File: src/rtl/core/fdr_pkg.sv
// Shared types and constants for the frame dirty-rectangle detector.
// No dependencies; every other file of the block imports this package.
`default_nettype none

package fdr_pkg;

  localparam int COL_W      = 10;
  localparam int ROW_W      = 9;
  localparam int PIX_W      = 32;
  localparam int CNT_W      = 32;
  localparam int CFG_IDX_W  = 2;
  localparam int CFG_DATA_W = 10;

  typedef enum logic [CFG_IDX_W-1:0] {
    CFG_ACTIVE_WIDTH = 2'd0,
    CFG_ACTIVE_ROWS  = 2'd1,
    CFG_FLIP_ROWS    = 2'd2
  } cfg_index_t;

  // effective (clamped) region settings
  typedef struct packed {
    logic [COL_W-1:0] eff_w;
    logic [ROW_W-1:0] eff_h;
    logic             flip;
  } cfg_t;

  // position of one pixel in destination coordinates
  typedef struct packed {
    logic [COL_W-1:0] col;
    logic [ROW_W-1:0] dst;
    logic             last;
  } pos_t;

  typedef struct packed {
    logic             changed;
    logic [COL_W-1:0] left;
    logic [ROW_W-1:0] top;
    logic [COL_W-1:0] right;
    logic [ROW_W-1:0] bottom;
    logic [CNT_W-1:0] number;
  } result_t;

endpackage

`default_nettype wire

File: src/rtl/core/fdr_addr_gen.sv
// Raster position counters and store address of the incoming pixel,
// with optional vertical flip. Depends on fdr_pkg.
`default_nettype none

module fdr_addr_gen import fdr_pkg::*; #(
  parameter int FRAME_WIDTH = 640,
  parameter int AW          = 19
) (
  input  wire logic          clk,
  input  wire logic          rst,
  input  wire logic          restart,
  input  wire logic          accept,
  input  wire cfg_t          cfg,
  output pos_t               pos,
  output logic      [AW-1:0] addr
);

  logic [COL_W-1:0] col;
  logic [ROW_W-1:0] row;
  logic             last_col;
  logic             last_row;

  always_comb begin
    last_col = (col == cfg.eff_w - 1'b1);
    last_row = (row == cfg.eff_h - 1'b1);
    pos.col  = col;
    pos.dst  = cfg.flip ? (cfg.eff_h - 1'b1 - row) : row;
    pos.last = last_col && last_row;
    addr     = AW'(AW'(pos.dst) * AW'(FRAME_WIDTH)) + AW'(col);
  end

  always_ff @(posedge clk) begin
    if (rst || restart) begin
      col <= '0;
      row <= '0;
    end else if (accept) begin
      if (last_col) begin
        col <= '0;
        row <= last_row ? '0 : row + 1'b1;
      end else begin
        col <= col + 1'b1;
      end
    end
  end

endmodule

`default_nettype wire

File: config.mk
export PLATFORM = sky130hd
export DESIGN_NAME = fdr_addr_gen
export DESIGN_NICKNAME = d
export VERILOG_FILES = /design/src/rtl/core/fdr_pkg.sv /design/src/rtl/core/fdr_addr_gen.sv
export SDC_FILE = /design/constraint.sdc
export NUM_CORES = 1
export LEC_CHECK = 0
export ABC_AREA = 1
export BUFFER_PORTS_ARGS = -buffer_cell sky130_fd_sc_hd__buf_2
export CAP_MARGIN = 20
export CORE_MARGIN = 2
export CORE_UTILIZATION = 45
export DETAILED_ROUTE_END_ITERATION = 12
export PLACE_DENSITY = 0.68
export SLEW_MARGIN = 20
export SYNTH_ARGS = -nofsm -noshare
export SYNTH_HDL_FRONTEND = slang
export SYNTH_SLANG_ARGS = --single-unit
File: constraint.sdc
create_clock -name clk -period 4.2 [get_ports clk]
set_clock_uncertainty 0.2 [all_clocks]
set_input_delay 0.63 -clock clk [delete_from_list [all_inputs] [get_ports clk]]
set_output_delay 0.63 -clock clk [all_outputs]
set_load 0.02 [all_outputs]
==> out/metrics.yaml <==
status:
  status: "complete, but fails checks"
  violations: "negative setup slack"
finish:
  n_fill_cell: 556
  layout_common_cells: "nand2_1 (130), inv_1 (83), buf_4 (69), buf_2 (51), nor2_1 (33)"
  post_layout_nonfiller_instances: 695
  drive_gt1_frac: 0.3592
  syn_to_final_growth_pct: 45.36
  antenna_cells: 0
  final_area_um2: 4198
  nets: 671
  fin_util: 0.6687
  final_common_cell: "nand2_1"
worst_setup_path:
  crit_arrival_ns: 3.95
  reg2reg_from: "row[7]$_SDFFE_PP0P_"
  slowest_stage: "ha_1"
  r2r-end: "row[1]$_SDFFE_PP0P_"
  reg2reg_depth: 10
  r2r_slack_ns: 1.90
  crit_start: "cfg[3]"
  crit_fanout: 6
  startpoint_type: "input port"
  crit_family: "simple AND/OR/NAND/NOR gates"
  worstSetupEndpoint: "addr[18]"
  worstPathBufferInverterCount: 6
  cp.required_ns: 3.37
  critPathKind: "in -> out"
  max_stage_delay_ns: 0.38
  crit_cells: 28
  endpoint_kind: "output pin"
  critPathMostFrequentCell: "nand2_2"
synthesis:
  yosysSeqAreaShare: 0.1317
  synth-seq-cells: 19
  synth_edf_count: 0
  synth.cell_area_um2: 2888
  yosysUniqueCellTypes: 33
  syn_area_per_cell_um2: 5.810
  syn-instance-count: 497
  synth_fp_nets: 549
  async_flop_share: 0
  synth-main-ff-cell: "dfxtp_1"
  yosysWarnings: 0
clock_network:
  clk_path_buf_depth: 2
  cts.root.buffer_cell: "clkbuf_8"
  cts_tree: "done"
  clk-insertion-delay-late_ns: 0.26
  cts_num_sinks: 19
  h-tree-depth: 1
  path_clk_slew_ns: 0.08
  numCtsBuffers: 3
global_route:
  grt_first_pass_wirelength_mm: 13.91
  grt_pass1_vias: 3307
  overflow: 0
  met2_usage: 0.4214
  busiest_layer: "met2"
  met3_usage: 0.02077
  gr-usage-all-layers: 0.2288
  grt_use_met1: 0.2957
  antenna_found_initial: 0
  grt_max_degree: 18
route:
  dr.pass1.iters: 4
  drt_iter0_markers: 140
  drt_wl_total_mm: 8.280
  ant_nets: 0
  vias: 3414
  wl_per_cell_um: 11.91
  drc_errors: 0
  viasPerCell: 4.912
timing:
  min_period_ns: 4.781
  slew_viol_final: 0
  slew_headroom: 0.5532
  setup_violations: 8
  fmax_ghz: 0.2092
  hold_violations: 0
  worst_pin_slew_ns: 0.6678
  final.setup.tns_ns: -3.077
  fin_crit_sh: 1.138
  fin_ws_ns: -0.5809
  rsz0062_at_grt: "yes"
floorplan:
  die_h_um: 84.11
  die_area_um2: 7074
  coreArea_um2: 6277
  die_x_um: 84.11
  std_cell_rows: 29
  pin_count: 63
  start_util: 0.4600
job:
  maxCapViolations: 0
placement:
  place_ws_ns: -0.6915
  dp_hpwl_mm: 6.404
  gp_congestion: 0.8859
  io_buffer_count: 62
  place_area_um2: 3786
  place_inst: 681
pwr:
  power_frac_clock: 0.167
  vdd_drop_max_mv: 0.1799
  p_sw_frac: 0.4117
  p_sw_uw: 333.4
  intPower_uw: 476.3
  p_leak_uw: 0.002332
  power.share.combinational: 0.609
  p_per_area_nw_per_um2: 192.9
  power_frac_seq: 0.224
worst_hold_path:
  hold_path.class: "reg -> reg"
  hold_depth: 2
## per-layer routing
metal / up-vias / wire [µm]
li1: 1798 / -
met1: 1538 / 3668
met2: 67 / 4190
met3: 11 / 324
met4: 0 / 96
met5: - / 0
## layout make-up
cell class | count | area [µm²] | area share
clock buffer | 3 | 41.29 | 0.009836
clock inverter | 1 | 5.005 | 0.001192
inverter | 93 | 366.6 | 0.08733
multi-input combinational | 374 | 2432 | 0.5794
sequential | 19 | 380.4 | 0.09061
tap | 77 | 96.34 | 0.02295
timing repair buffer | 128 | 875.8 | 0.2086
## how the worst min path moves through the flow
stage / slack [ns] / start / end
4_1_cts: 0.29 / row[6]$_SDFFE_PP0P_ / row[6]$_SDFFE_PP0P_
3_5_place_dp: 0.28 / row[6]$_SDFFE_PP0P_ / row[6]$_SDFFE_PP0P_
2_1_floorplan: 0.26 / row[6]$_SDFFE_PP0P_ / row[6]$_SDFFE_PP0P_
6_report: 0.29 / row[6]$_SDFFE_PP0P_ / row[6]$_SDFFE_PP0P_
3_3_place_gp: 0.27 / row[6]$_SDFFE_PP0P_ / row[6]$_SDFFE_PP0P_
5_1_grt: 0.35 / row[6]$_SDFFE_PP0P_ / row[6]$_SDFFE_PP0P_
## per-stage QoR
| stage | hold WS [ns] | power [µW] |
|---|---|---|
| after floorplan | 0.2586 | 437.7 |
| final | 0.2887 | 809.7 |
| after global placement | 0.2726 | 579.3 |
| after CTS | 0.2895 | 758.0 |
| after detailed placement | 0.2771 | 587.9 |
| after global routing | 0.3484 | 862.1 |
## Yosys cell counts (3+ instances only)
master   instances  area (µm²)
inv_1           90       337.8
nand4_1         23       143.9
nand3_1         37       185.2
a21oi_1         22       110.1
nor2_2           7       43.79
fa_1             3       60.06
or2_2            6       37.54
nand2_1        146       548.0
xor2_1          23       201.4
nor2_1          45       168.9
xnor2_1          6       52.55
nand2_2          5       31.28
nor3_1           5       25.02
buf_4            7       52.55
o21ai_0          8       40.04
ha_1            25       312.8
dfxtp_1         19       380.4
## cell families after synthesis
family | count (synthesis) | synth area share
adder cells (fa/ha/maj) | 28 | 0.1291
XOR/XNOR | 29 | 0.08795
AO/OA/AOI/OAI | 37 | 0.06933
AND/OR/NAND/NOR | 280 | 0.4346
buffers and inverters | 104 | 0.1473
flip-flops | 19 | 0.1317
## sequential cells by signal, summed over array words and instances (netlist names)
signal and count:
col 10, row 9
## power by group through the flow
| stage | Sequential (µW) | Combinational (µW) | Clock (µW) |
|---|---|---|---|
| finish | 182 | 493 | 135 |
| global route | 182 | 536 | 145 |
| CTS | 182 | 441 | 136 |
| detailed placement | 186 | 402 | 0 |
| global placement | 186 | 394 | 0 |
| floorplan | 186 | 251 | 0 |
## worst min-delay path: stages (launching register included)
cell,delay (ns)
dfxtp_1,0.33
nand2_1,0.07
a21oi_1,0.06
## timing repair
item | in CTS | in global routing
hold endpoints to repair | 0 | 0
setup buffers | 8 | 4
resized for setup | 27 | 48
setup endpoints to repair | 8 | 9
hold buffers | 0 | 0
pin swaps | 21 | 43
No activity file was read; power rests on OpenSTA's default activity.
