## src/rtl/core/fdr_pkg.sv

```systemverilog
// Shared types and constants for the frame dirty-rectangle detector.
// No dependencies; every other file of the block imports this package.
`default_nettype none

package fdr_pkg;

  localparam int COL_W      = 10;
  localparam int ROW_W      = 9;
  localparam int PIX_W      = 32;
  localparam int CNT_W      = 32;
  localparam int CFG_IDX_W  = 2;
  localparam int CFG_DATA_W = 10;

  typedef enum logic [CFG_IDX_W-1:0] {
    CFG_ACTIVE_WIDTH = 2'd0,
    CFG_ACTIVE_ROWS  = 2'd1,
    CFG_FLIP_ROWS    = 2'd2
  } cfg_index_t;

  // effective (clamped) region settings
  typedef struct packed {
    logic [COL_W-1:0] eff_w;
    logic [ROW_W-1:0] eff_h;
    logic             flip;
  } cfg_t;

  // position of one pixel in destination coordinates
  typedef struct packed {
    logic [COL_W-1:0] col;
    logic [ROW_W-1:0] dst;
    logic             last;
  } pos_t;

  typedef struct packed {
    logic             changed;
    logic [COL_W-1:0] left;
    logic [ROW_W-1:0] top;
    logic [COL_W-1:0] right;
    logic [ROW_W-1:0] bottom;
    logic [CNT_W-1:0] number;
  } result_t;

endpackage

`default_nettype wire

```

## src/rtl/core/fdr_box_acc.sv

```systemverilog
// Compare stage: XOR against the stored pixel with same-address forwarding,
// write back, bounding-box accumulation and result register. Depends on fdr_pkg.
`default_nettype none

module fdr_box_acc import fdr_pkg::*; #(
  parameter int AW = 19
) (
  input  wire logic             clk,
  input  wire logic             rst,
  input  wire logic             restart,
  input  wire logic             accept,
  input  wire pos_t             pos,
  input  wire logic [AW-1:0]    addr,
  input  wire logic [PIX_W-1:0] new_pixel,
  input  wire logic [PIX_W-1:0] rd_data,
  output logic                  s1_adv,
  output logic                  wr_en,
  output logic      [AW-1:0]    wr_addr,
  output logic      [PIX_W-1:0] wr_data,
  output result_t               res,
  output logic                  res_valid,
  input  wire logic             res_ready
);

  logic             s1_valid;
  pos_t             s1_pos;
  logic [AW-1:0]    s1_addr;
  logic [PIX_W-1:0] s1_pixel;
  logic             fwd_hit;
  logic [PIX_W-1:0] fwd_data;
  logic             s1_fire;

  logic             any_diff;
  logic [COL_W-1:0] min_col, max_col;
  logic [ROW_W-1:0] min_row, max_row;
  logic [CNT_W-1:0] changed_count;

  logic             diff;
  logic             cur_any;
  logic [COL_W-1:0] cur_min_col, cur_max_col;
  logic [ROW_W-1:0] cur_min_row, cur_max_row;

  assign s1_adv  = !s1_valid || !(s1_pos.last && res_valid && !res_ready);
  assign s1_fire = s1_valid && s1_adv;
  assign wr_en   = s1_fire;
  assign wr_addr = s1_addr;
  assign wr_data = s1_pixel;

  always_comb begin
    diff        = (fwd_hit ? fwd_data : rd_data) != s1_pixel;
    cur_any     = any_diff || diff;
    cur_min_col = min_col;
    cur_max_col = max_col;
    cur_min_row = min_row;
    cur_max_row = max_row;
    if (diff && !any_diff) begin
      cur_min_col = s1_pos.col;
      cur_max_col = s1_pos.col;
      cur_min_row = s1_pos.dst;
      cur_max_row = s1_pos.dst;
    end else if (diff) begin
      if (s1_pos.col < min_col) cur_min_col = s1_pos.col;
      if (s1_pos.col > max_col) cur_max_col = s1_pos.col;
      if (s1_pos.dst < min_row) cur_min_row = s1_pos.dst;
      if (s1_pos.dst > max_row) cur_max_row = s1_pos.dst;
    end
  end

  always_ff @(posedge clk) begin
    if (rst) begin
      s1_valid <= 1'b0;
    end else if (s1_adv) begin
      s1_valid <= accept;
    end
  end

  // forward the beat written at the same edge this read was issued
  always_ff @(posedge clk) begin
    if (accept) begin
      s1_pos   <= pos;
      s1_addr  <= addr;
      s1_pixel <= new_pixel;
      fwd_hit  <= s1_valid && (s1_addr == addr);
      fwd_data <= s1_pixel;
    end
  end

  always_ff @(posedge clk) begin
    if (rst) begin
      changed_count <= '0;
    end else if (s1_fire && s1_pos.last && cur_any) begin
      changed_count <= changed_count + 1'b1;
    end
  end

  always_ff @(posedge clk) begin
    if (rst || restart || (s1_fire && s1_pos.last)) begin
      any_diff <= 1'b0;
      min_col  <= '0;
      max_col  <= '0;
      min_row  <= '0;
      max_row  <= '0;
    end else if (s1_fire) begin
      any_diff <= cur_any;
      min_col  <= cur_min_col;
      max_col  <= cur_max_col;
      min_row  <= cur_min_row;
      max_row  <= cur_max_row;
    end
  end

  always_ff @(posedge clk) begin
    if (rst) begin
      res_valid <= 1'b0;
    end else if (s1_fire && s1_pos.last) begin
      res_valid <= 1'b1;
    end else if (res_ready) begin
      res_valid <= 1'b0;
    end
  end

  always_ff @(posedge clk) begin
    if (s1_fire && s1_pos.last) begin
      res.changed <= cur_any;
      res.left    <= cur_any ? cur_min_col : '0;
      res.top     <= cur_any ? cur_min_row : '0;
      res.right   <= cur_any ? cur_max_col : '0;
      res.bottom  <= cur_any ? cur_max_row : '0;
      res.number  <= changed_count;
    end
  end

endmodule

`default_nettype wire

```

## config.mk

```make
export PLATFORM = sky130hd
export DESIGN_NAME = fdr_box_acc
export DESIGN_NICKNAME = d
export VERILOG_FILES = /design/src/rtl/core/fdr_pkg.sv /design/src/rtl/core/fdr_box_acc.sv
export SDC_FILE = /design/constraint.sdc
export NUM_CORES = 1
export LEC_CHECK = 0
export ABC_AREA = 1
export CORE_MARGIN = 3
export CORE_UTILIZATION = 64
export DETAILED_ROUTE_END_ITERATION = 10
export DONT_BUFFER_PORTS = 1
export GPL_TIMING_DRIVEN = 0
export PLACE_DENSITY = 0.85
export SLEW_MARGIN = 10
export SYNTH_ARGS = -nofsm -noshare
export SYNTH_HDL_FRONTEND = slang
export SYNTH_SLANG_ARGS = --single-unit
```

## constraint.sdc

```tcl
create_clock -name clk -period 4.2 [get_ports clk]
set_input_delay 0.42 -clock clk [delete_from_list [all_inputs] [get_ports clk]]
set_output_delay 0.42 -clock clk [all_outputs]
set_load 0.005 [all_outputs]
```

==> impl_summary.md <==
Critical path
The critical path contains buffers and inverters numbering 5 combined. The worst-path maximum fanout is 57. In this design, the stage delay of the slowest critical-path cell is around 0.39 ns. The cell class contributing the biggest share of worst-path delay is buffers and inverters. The required time at the worst-slack endpoint is 4.57 ns.

Data arrives at the worst endpoint at between 3 and 4 ns. The number of cells on the worst reg-to-reg path is 11. The type of destination of the critical path is a register. The worst setup path is launched from a register. The critical path goes through inv_1 > nor2_1 > nand2_1 > nand2_1 > clkinv_1 > nand2_1 > clkinv_1 > clkbuf_4 > buf_16 > nand3_1 > a21oi_1.

The instance count on the critical path is 11. The highest-delay cell along the critical path is sky130_fd_sc_hd__clkbuf_4. By instance count, the cell type seen most on the critical path is sky130_fd_sc_hd__nand2_1.

The worst setup path category is register to register.

Yosys
The share of the Yosys chip area taken by registers is between 50 and 60%. Among all cell types in the netlist, the one instantiated most often is sky130_fd_sc_hd__nand2_1. Yosys mapped a number of flops with a built-in enable equal to 175. In this run the biggest area consumer among cell types represents around 45% of the synthesized area.

The post-synthesis mux area share is 0%. In this run, synthesis produced a sequential element count of between 200 and 250. Among all flip-flop cells after synthesis, the most frequent one is sky130_fd_sc_hd__edfxtp_1. The synthesized netlist devotes 6.92% of its cell area to compound gates. Ranked by total cell area, the synthesized netlist is headed by sky130_fd_sc_hd__edfxtp_1 (45%), sky130_fd_sc_hd__dfxtp_1 (12%), sky130_fd_sc_hd__nand2_1 (12%). The main combinational cell family by area after synthesis is simple AND/OR/NAND/NOR gates. The area share of and/or/nand/nor cells after synthesis is between 20% and 30%.

The post-synth net total is 1425. sky130_fd_sc_hd__edfxtp_1 takes more of the synthesized area than any other cell. Of the total synthesized cell area, the portion taken by full adders, half adders and majority gates is 3.94%. During synthesis, Yosys emitted a total of 0 warnings.

Summing the areas of all xor and xnor instances in the mapped netlist gives under 10% of the synthesized area. In this run the cell area of the synthesized design comes to between 10000 and 15000 um2. Ranked by instance count, the synthesized netlist is headed by sky130_fd_sc_hd__nand2_1 (361), sky130_fd_sc_hd__edfxtp_1 (175), sky130_fd_sc_hd__inv_1 (150), sky130_fd_sc_hd__nand3_1 (134), sky130_fd_sc_hd__a21oi_1 (120). The async set or reset register ratio after synthesis is 0%.

Synthesis handed over a netlist of between 1000 and 1500 instances. Counting distinct cell types in the post-synthesis netlist gives 38. The average cell area after synthesis is around 9.2 um2.

Final layout
The number of filler instances in the final layout is between 1000 and 1500. The layout net count is 1524. In the final layout, the multi-input gates occupy roughly 4200 um2.

Summing all flip-flop and latch instances after layout gives about 6700 um2. The post-route netlist has roughly 5% of its cells at a drive strength greater than 1. Excluding fillers, the count of instances in the completed layout stands at about 1600.

The area growth from synthesis to layout is 15.2%.

Power and ir drop
The total power density per cell area is 399 nW/um2. The leakage power total is ~0.0056 uW. The peak supply drop is roughly 0.43 mV.

Floorplanning
From left edge to right edge, the die measures around 140 um. The number of core rows is 48. The starting density of the core is approximately two thirds.

The area inside the core boundary is about 18000 um2. From bottom edge to top edge, the die measures ~140 um. The total I/O pin count is 233. The floorplan step defined a die boundary enclosing between 20000 and 25000 um2.

Run
Max-cap violations in this run came to 0.

Place
Buffers placed on the I/O ports in this run total 0. The congestion estimate from routability-driven global placement came to 0.911. After detailed placement, the design holds a cell count of around 1500. The post-DP HPWL is 20.5 mm.

Clock network
TritonCTS built the clock tree. In this run, CTS created clock tree buffers numbering 25. For this design, the sink count on the clock tree is 248.

Clock latency on the worst-skew pair, taken at its later pin, is 0.52 ns. The buffer depth of the longest clock path is 3. The H-tree depth is 1. The cell sitting at the root of the clock tree is a sky130_fd_sc_hd__clkbuf_16. The number of buffers inserted by post-CTS setup repair is 0. The clock transition time at the flip-flop clock pins of the worst setup and hold paths is approximately 0.070 ns.

Global route
Global routing consumed, over all layers together, 30.6% of the routing resources. Global routing finished with a remaining overflow of 0. The first global-routing pass estimated ~49 mm of wire. The number of global-route vias before repair is 9508. Entering global routing, the biggest net connects 106 pins. The initial antenna violation count is 1.

Timing
The final hold violation count was 0. The setup-violating endpoint count in the final report is 0. Setup repair after global routing left no endpoint under its margin. The post-layout minimum cycle time is between 2 and 3 ns. The count of final max-slew check failures is 0. The achievable clock frequency is 342 MHz. Across the routed clock network, the largest skew measured is roughly 0.012 ns. Setup total negative slack on the finished layout was measured at 0 ns. The relative slew slack is between 50% and 60%. Dividing the final minimum period by the clock period gives a little over two thirds. The slew of the pin with the lowest slew margin is approximately 0.65 ns.

Min path
The kind of path behind the tightest hold check is input pin to register. The cell depth of the worst min-delay path is 0.

Detailed routing
The average vias per placed instance is 6.00. The total number of vias is 9734. The number of iterations in the first detailed-routing pass is 5. The total routed wirelength is approximately 32 mm. In the routed design, unresolved DRC markers number 0. The count of nets left with antenna violations once routing finished came out at 0. In the final routed layout, each cell accounts on average for approximately 19 um.

For this block, the initial DRC count from the detailed router was 1000.

Outcome
The flow ran to the end, and the final reports show no timing, DRC or antenna violations.
logic make-up after synthesis:
kind of cell / after synthesis
XOR/XNOR: 33
AO/OA/AOI/OAI: 153
buffers and inverters: 195
AND/OR/NAND/NOR: 614
adder cells (fa/ha/maj): 37
flip-flops: 248
report_power, final:
part           switching [uW]  internal [uW]
sequential                105           2750
combinational             258            188
clock                     926           1180
metal layers:
layer / wire, um / global-route usage, % / vias up / part of all wire, %
met3: 2960 / 6.84 / 114 / 9.4
met4: 1330 / 11.7 / 0 / 4.2
met1: 11200 / 37.4 / 4513 / 35
li1: - / - / 4492 / -
met2: 16000 / 53.2 / 615 / 51
met5: 0 / 0 / - / 0
through the flow:
step / worst slack (ns) / utilization, % / hold slack, ns / cell area, um2 / total power (uW)
floorplan: 0.597 / - / 0.451 / 11800 / 3150
global placement: -0.662 / 68.2 / 0.476 / 12000 / 3250
detailed placement: 1.38 / 68.4 / 0.494 / 12100 / 3270
CTS: 1.37 / 76.8 / 0.0121 / 13600 / 5370
global route: 1.11 / 76.8 / 0.00691 / 13600 / 5580
finish: 1.28 / 76.8 / 0.0276 / 13600 / 5410
worst reg2reg max path, stage by stage, from the launching register on:
cell,delay [ns]
sky130_fd_sc_hd__dfxtp_1,0.36
sky130_fd_sc_hd__inv_1,0.05
sky130_fd_sc_hd__nor2_1,0.21
sky130_fd_sc_hd__nand2_1,0.10
sky130_fd_sc_hd__nand2_1,0.36
sky130_fd_sc_hd__clkinv_1,0.38
sky130_fd_sc_hd__nand2_1,0.20
sky130_fd_sc_hd__clkinv_1,0.23
sky130_fd_sc_hd__clkbuf_4,0.40
sky130_fd_sc_hd__buf_16,0.31
sky130_fd_sc_hd__nand3_1,0.13
sky130_fd_sc_hd__a21oi_1,0.08
sequential cells by signal, summed over array words and instances, names as in the netlist:
register,count
min_col,10
max_col,10
res_valid,1
fwd_data,32
s1_valid,1
fwd_hit,1
changed_count,32
any_diff,1
min_row,9
res,71
wr_addr,19
max_row,9
s1_pos,20
wr_data,32
path summary, 6_finish.rpt:
path                                                       end                      startpoint  slack, ns
worst max-delay path            changed_count[28]$_SDFFE_PP0P_          res_valid$_SDFFE_PP0P_       1.28
worst min-delay path                    fwd_data[26]$_DFFE_PP_                          accept       0.03
worst max register to register  changed_count[28]$_SDFFE_PP0P_          res_valid$_SDFFE_PP0P_       1.28
worst min register to register  changed_count[31]$_SDFFE_PP0P_  changed_count[31]$_SDFFE_PP0P_       0.52
area by class of cell:
type,count,area share (%)
antenna,1,0.0185
buffer,41,1.77
clock buffer,33,5.21
clock inverter,12,0.443
inverter,154,4.30
multi-input combinational,837,31.2
sequential,248,49.5
tap,225,2.08
timing repair buffer,72,5.45
placed cells by master (no fill, tap or decap), types with 3 or more instances in the layout:
master	n
sky130_fd_sc_hd__clkinv_2	5
sky130_fd_sc_hd__clkbuf_8	3
sky130_fd_sc_hd__dlygate4sd3_1	71
sky130_fd_sc_hd__clkinv_1	7
sky130_fd_sc_hd__nor2_1	52
sky130_fd_sc_hd__xor2_1	21
sky130_fd_sc_hd__ha_1	37
sky130_fd_sc_hd__buf_6	8
sky130_fd_sc_hd__o21ai_0	15
sky130_fd_sc_hd__a21oi_1	120
sky130_fd_sc_hd__a22o_1	4
sky130_fd_sc_hd__nand2_2	5
sky130_fd_sc_hd__nand3b_1	22
sky130_fd_sc_hd__dfxtp_1	73
sky130_fd_sc_hd__o22ai_1	4
sky130_fd_sc_hd__buf_4	4
sky130_fd_sc_hd__nor4_1	4
sky130_fd_sc_hd__nand4_1	7
sky130_fd_sc_hd__nand3_1	134
sky130_fd_sc_hd__nor3_1	22
sky130_fd_sc_hd__xnor2_1	12
sky130_fd_sc_hd__o211ai_1	3
sky130_fd_sc_hd__clkbuf_16	26
sky130_fd_sc_hd__clkbuf_1	25
sky130_fd_sc_hd__inv_1	150
sky130_fd_sc_hd__buf_2	6
sky130_fd_sc_hd__edfxtp_1	175
sky130_fd_sc_hd__nand2_1	361
repair_timing:
action / in CTS / in global routing
hold buffers: 71 / 0
hold endpoints to repair: 71 / 0
resized for setup: 0 / 0
(Power assumes the default switching activity.)
